===== src/rtl/vpra_pkg.sv =====
package vpra_pkg;

   localparam int BUF_BYTES_DEF = 4096;
   localparam int HDR_BYTES_DEF = 8;

   localparam int LEN_W  = 12;
   localparam int OFF_W  = 12;
   localparam int SPAN_W = 13;
   localparam int CSR_W  = 13;

   localparam logic [CSR_W-1:0] CSR_RESET = 13'd4096;
   localparam int ALIGN_ADD = 3;

   typedef enum logic [1:0] {
      OP_RESERVE = 2'd0,
      OP_COMMIT  = 2'd1,
      OP_CONSUME = 2'd2
   } opcode_type;

   typedef enum logic [1:0] {
      ST_OK      = 2'd0,
      ST_NO_ROOM = 2'd1,
      ST_EMPTY   = 2'd2,
      ST_OVER    = 2'd3
   } status_type;

   typedef enum logic [2:0] {
      S_IDLE,
      S_DECODE,
      S_RES_EVAL,
      S_PLACE,
      S_COMMIT_EVAL,
      S_HEAD_STEP,
      S_HEAD_LOAD
   } state_type;

   typedef struct packed {
      opcode_type       opcode;
      logic [LEN_W-1:0] length;
   } req_word_type;

   typedef struct packed {
      status_type       status;
      logic [OFF_W-1:0] alloc_offset;
      logic             head_valid;
      logic [OFF_W-1:0] head_offset;
      logic [LEN_W-1:0] head_length;
   } rsp_word_type;

   // controller -> datapath
   typedef struct packed {
      logic       latch;
      logic       rd_tail;
      logic       rd_head;
      logic       rd_next;
      logic       wr_first;
      logic       wr_pad;
      logic       wr_place;
      logic       place_zero;
      logic       wr_commit;
      logic       drop_all;
      logic       load_head_len;
      logic       respond;
      logic       rsp_alloc;
      status_type rsp_status;
   } cmd_type;

   // datapath -> controller
   typedef struct packed {
      opcode_type op;
      logic       not_empty;
      logic       head_eq_tail;
      logic       too_big;
      logic       res_fail;
      logic       res_pad;
      logic       commit_over;
   } stat_type;

endpackage


===== src/rtl/vpra_ctrl.sv =====
module vpra_ctrl (
   input  logic               clock,
   input  logic               reset,
   input  logic               start,
   input  vpra_pkg::stat_type stat,
   output vpra_pkg::cmd_type  cmd,
   output logic               busy
);

   vpra_pkg::state_type state_ff, state_in;

   always_ff @(posedge clock) begin
      if (reset) begin
         state_ff <= vpra_pkg::S_IDLE;
      end else begin
         state_ff <= state_in;
      end
   end

   assign busy = (state_ff != vpra_pkg::S_IDLE);

   always_comb begin
      state_in = state_ff;
      cmd = '0;
      cmd.rsp_status = vpra_pkg::ST_OK;
      case (state_ff)
         vpra_pkg::S_IDLE: begin
            if (start) begin
               cmd.latch = 1'b1;
               state_in = vpra_pkg::S_DECODE;
            end
         end
         vpra_pkg::S_DECODE: begin
            state_in = vpra_pkg::S_IDLE;
            case (stat.op)
               vpra_pkg::OP_RESERVE: begin
                  if (!stat.not_empty) begin
                     cmd.respond = 1'b1;
                     if (stat.too_big) begin
                        cmd.rsp_status = vpra_pkg::ST_NO_ROOM;
                     end else begin
                        cmd.wr_first = 1'b1;
                        cmd.place_zero = 1'b1;
                        cmd.rsp_alloc = 1'b1;
                     end
                  end else begin
                     cmd.rd_tail = 1'b1;
                     state_in = vpra_pkg::S_RES_EVAL;
                  end
               end
               vpra_pkg::OP_COMMIT: begin
                  if (!stat.not_empty) begin
                     cmd.respond = 1'b1;
                     cmd.rsp_status = vpra_pkg::ST_EMPTY;
                  end else begin
                     cmd.rd_tail = 1'b1;
                     state_in = vpra_pkg::S_COMMIT_EVAL;
                  end
               end
               vpra_pkg::OP_CONSUME: begin
                  if (!stat.not_empty) begin
                     cmd.respond = 1'b1;
                     cmd.rsp_status = vpra_pkg::ST_EMPTY;
                  end else if (stat.head_eq_tail) begin
                     cmd.drop_all = 1'b1;
                     cmd.respond = 1'b1;
                  end else begin
                     cmd.rd_head = 1'b1;
                     state_in = vpra_pkg::S_HEAD_STEP;
                  end
               end
               default: begin
                  cmd.respond = 1'b1;
               end
            endcase
         end
         vpra_pkg::S_RES_EVAL: begin
            if (stat.res_fail) begin
               cmd.respond = 1'b1;
               cmd.rsp_status = vpra_pkg::ST_NO_ROOM;
               state_in = vpra_pkg::S_IDLE;
            end else if (stat.res_pad) begin
               // stretch tail span to the ring end, then place at zero
               cmd.wr_pad = 1'b1;
               state_in = vpra_pkg::S_PLACE;
            end else begin
               cmd.wr_place = 1'b1;
               cmd.respond = 1'b1;
               cmd.rsp_alloc = 1'b1;
               state_in = vpra_pkg::S_IDLE;
            end
         end
         vpra_pkg::S_PLACE: begin
            cmd.wr_place = 1'b1;
            cmd.place_zero = 1'b1;
            cmd.respond = 1'b1;
            cmd.rsp_alloc = 1'b1;
            state_in = vpra_pkg::S_IDLE;
         end
         vpra_pkg::S_COMMIT_EVAL: begin
            cmd.respond = 1'b1;
            if (stat.commit_over) begin
               cmd.rsp_status = vpra_pkg::ST_OVER;
            end else begin
               cmd.wr_commit = 1'b1;
            end
            state_in = vpra_pkg::S_IDLE;
         end
         vpra_pkg::S_HEAD_STEP: begin
            cmd.rd_next = 1'b1;
            state_in = vpra_pkg::S_HEAD_LOAD;
         end
         vpra_pkg::S_HEAD_LOAD: begin
            cmd.load_head_len = 1'b1;
            cmd.respond = 1'b1;
            state_in = vpra_pkg::S_IDLE;
         end
         default: begin
            state_in = vpra_pkg::S_IDLE;
         end
      endcase
   end

endmodule


===== config.mk =====
export PLATFORM = sky130hd
export DESIGN_NAME = vpra_ctrl
export DESIGN_NICKNAME = d
export VERILOG_FILES = /design/src/rtl/vpra_pkg.sv /design/src/rtl/vpra_ctrl.sv
export SDC_FILE = /design/constraint.sdc
export NUM_CORES = 1
export LEC_CHECK = 0
export ABC_AREA = 1
export BUFFER_PORTS_ARGS = -buffer_cell sky130_fd_sc_hd__buf_2
export CORE_AREA = 5 5 42 44
export DETAILED_ROUTE_END_ITERATION = 6
export DIE_AREA = 0 0 47 49
export PLACE_DENSITY = 0.68
export SYNTH_ARGS = -nofsm -noshare
export SYNTH_HDL_FRONTEND = slang
export SYNTH_SLANG_ARGS = --single-unit

===== constraint.sdc =====
create_clock -name clock -period 2.1 [get_ports clock]
set_input_delay 0.21 -clock clock [delete_from_list [all_inputs] [get_ports clock]]
set_output_delay 0.21 -clock clock [all_outputs]
set_load 0.02 [all_outputs]

After elaboration in Yosys (flattened, before gate mapping)
Cells that the tools add are included.
- logic and storage cells: 67
- bits in registers: 3
- input port bits: 11
- output and inout port bits: 16
- reductions and logical operators: 6
- mux-type cells: 51
- equal/unequal tests: 9
- operators by type and width (kind ; count):
    $mux W1 ; 29
    $mux W3 ; 5
    $mux W2 ; 7
    $pmux W3 S4 ; 1
    $eq A3 B3 Y1 const B ; 3
    $pmux W1 S3 ; 3
    $pmux W3 S3 ; 1
    $eq A3 B2 Y1 const B ; 2
    $pmux W2 S3 ; 1
    $mux W4 ; 1
    $pmux W1 S2 ; 2
    $pmux W2 S2 ; 1
    $reduce_or A2 Y1 ; 2
    $eq A3 B1 Y1 const B ; 1
    $logic_not A3 Y1 ; 1
    $reduce_bool A3 Y1 ; 1
    $reduce_or A3 Y1 ; 1
    $eq A2 B1 Y1 const B ; 1
    $eq A2 B2 Y1 const B ; 1
    $logic_not A2 Y1 ; 1
    $ne A2 B2 Y1 const B ; 1

Longest topological paths before layout
- word-level depth: 4
- mapped depth: 8

Worst setup path after synthesis
No wires, ideal clock.
- path kind: register to output
- start point: register state_ff[0]
- end point: output cmd[1] (netlist bit)
- stages on the path, launching flop included: 5
- setup slack: 0.760 ns
- data arrival time: 1.130 ns
- path through: dfxtp_1 > inv_2 > nor2_4 > nand2_2 > o21ai_0
- RTL lines (item ; line ; source):
    start, declared ; vpra_ctrl.sv:10 ; vpra_pkg::state_type state_ff, state_in;
    start signal, assigned ; vpra_ctrl.sv:14 ; state_ff <= vpra_pkg::S_IDLE;
    start signal, assigned ; vpra_ctrl.sv:16 ; state_ff <= state_in;
    end, declared ; vpra_ctrl.sv:6 ; output vpra_pkg::cmd_type cmd,

==> results.yml <==
status:
  status: "complete, no violations"
timing:
  rsz0062_at_grt: "no"
  min_period_ps: 1571
  timing.fmax_mhz: 636.4
  final_max_slew_viol_count: 0
  finalHoldViolCount: 0
  slew_headroom_pct: 76.81
  finalCritPeriodShare_pct: 74.83
  setup_tns_ps: 0
  fin_skew_ps: 2.123
  timing.final.ws_setup_ps: 528.6
  tightestPinTransition_ps: 347.4
  setup_viol: 0
yosys:
  synth_seq_area_share_pct: 12.21
  synth_cell_types: 18
  synth_cells: 86
  ys_warn_count: 0
  syn_nets: 103
  ys_ff_latch: 3
  synth.avg_cell_area_um2: 5.718
  synth_area_um2: 491.7
global_routing:
  grt-ovfl-total: 0
  grt_pass1_wl_um: 2007
  antenna_found_initial: 0
  first_global_vias: 542
  grt_usage_pct: 11.11
  grt_max_degree: 9
clocking:
  numCtsBuffers: 3
  clockRootBuffer: "clkbuf_4"
  cts_tree: "built"
  clkSlewWorstSetupHoldPaths_ps: 30
  cts_max_level: 1
  clockBufferDepth: 2
  cts-hold-fix-buffers: 0
  clock_latency_ps: 230
  cts_sinks: 3
  postCtsSetupBuffers: 0
  cts_resized: 0
setup_path:
  path_cells: "inv_2, nor2_4, nand2_2, o211ai_1, buf_2"
  crit_type: "register to output pin"
  endpoint_kind: "output pin"
  required_ps: 1890
  cp_max_fo: 6
  cp-start-kind: "register"
  max_stage_delay_ps: 450
  cp_slowest_cell: "dfxtp_1"
  crit_arrival_ps: 1360
layout:
  top_regs: "state_ff x3"
  drive_above_1_share_pct: 31.30
  regMostFlops: "state_ff"
  layout.area.seq_um2: 60.06
  fillers: 161
  finalNetCount: 133
  multi_input_area_um2: 356.6
  final_common_cell: "buf_2"
  syn_to_final_growth_pct: 34.35
  largest_register_ffs: 3
  stdcell_count: 131
  antenna_cells: 0
  final_cell_mix: "buf_2, nand2_1, inv_1"
job:
  max_cap_violations: 0
routing:
  wirelength_um: 1235
  wl_per_cell_um: 9.427
  drtIter0Drc: 10
  ant_nets: 0
  vias: 610
  dr.pass1.iters: 4
  remaining_drc_errors: 0
  vias_per_cell: 4.656
placed_design:
  placed_cells_incl_taps: 127
  post-place-ws_ps: 695.9
  dpl.hpwl_um: 1073
  io_buffers: 26
  gp_congestion: 0.8575
die:
  io_pins: 27
  rows: 14
  die_area_mm2: 0.002303
  start_util_pct: 35.09
  die_w_um: 47
  coreArea_mm2: 0.001401
  die_h_um: 49
power:
  power_uw: 256.2
  vdd_drop_max_uv: 379.4
  p_per_area_mw_per_mm2: 387.8
  leakagePower_uw: 0.0004261
min_path:
  hp-class: "input pin to register"
==> power breakdown <==
part / switching (uW) / leakage (uW) / internal, uW
registers: 5.59 / 0.0000245 / 60.1
clock network: 25.9 / 0.0000150 / 70.9
logic: 60.3 / 0.000387 / 33.5
total: 91.7 / 0.000426 / 164
==> worst paths after layout <==
path                    start           to  slack [ps]  cells after the start
setup reg to reg  state_ff[1]  state_ff[1]         970                      5
hold reg to reg   state_ff[0]  state_ff[2]         660                      2
setup / recovery  state_ff[0]       cmd[0]         530                      5
hold / removal          reset  state_ff[2]         170                      2
==> cells by family (layout without fill, tap and decap cells) <==
| family | after synthesis | in the layout | share of synthesized area, % |
|---|---|---|---|
| compound gates | 9 | 9 | 10.18 |
| fa+ha+maj | 6 | 6 | 15.27 |
| buf+inv | 19 | 48 | 15.27 |
| flops | 3 | 3 | 12.21 |
| simple gates | 49 | 49 | 47.08 |
==> per-stage QoR <==
stage,util (%),instance area (um^2),hold slack [ps]
CTS,47.14,660.6,167.4
finish,47.14,660.6,172.5
floorplan,-,491.7,279.1
global route,47.14,660.6,181.8
detailed placement,45.27,634.4,408.0
global placement,45.27,634.4,406.3
==> worst max-delay path, delay by kind of cell (launching register included) <==
kind	cells	cell delay, ps
AOI/OAI and AO/OA	1	170
buffers and inverters	2	320
DFF	1	450
and+or+nand+nor	2	200
==> Yosys cell counts (all sizes together) <==
cell / number / area (um^2)
nand4: 2 / 12.51
dfxtp: 3 / 60.06
nand2: 20 / 77.58
o21ai: 3 / 15.01
nor2: 13 / 66.32
buf: 1 / 7.510
o211ai: 1 / 7.510
a21oi: 4 / 20.02
o21a: 1 / 7.510
nand3: 12 / 65.06
nor3: 2 / 10.01
ha: 6 / 75.07
inv: 18 / 67.57
==> routing by layer <==
layer / vias up / wire, um / track usage (%)
li1: 328 / - / -
met1: 265 / 548 / 14.44
met2: 17 / 615 / 17.87
met3: 0 / 72 / 2.583
met4: 0 / 0 / 2.765
met5: - / 0 / 0
==> layout make-up <==
| cell class | instances | share of cell area [%] |
|---|---|---|
| repair buffers | 26 | 19.70 |
| well taps | 16 | 3.030 |
| multi-input cells | 64 | 53.98 |
| inverters | 18 | 10.23 |
| clock buffers | 4 | 3.977 |
| flip-flops and latches | 3 | 9.091 |
Power figures use the tool's default switching activity.
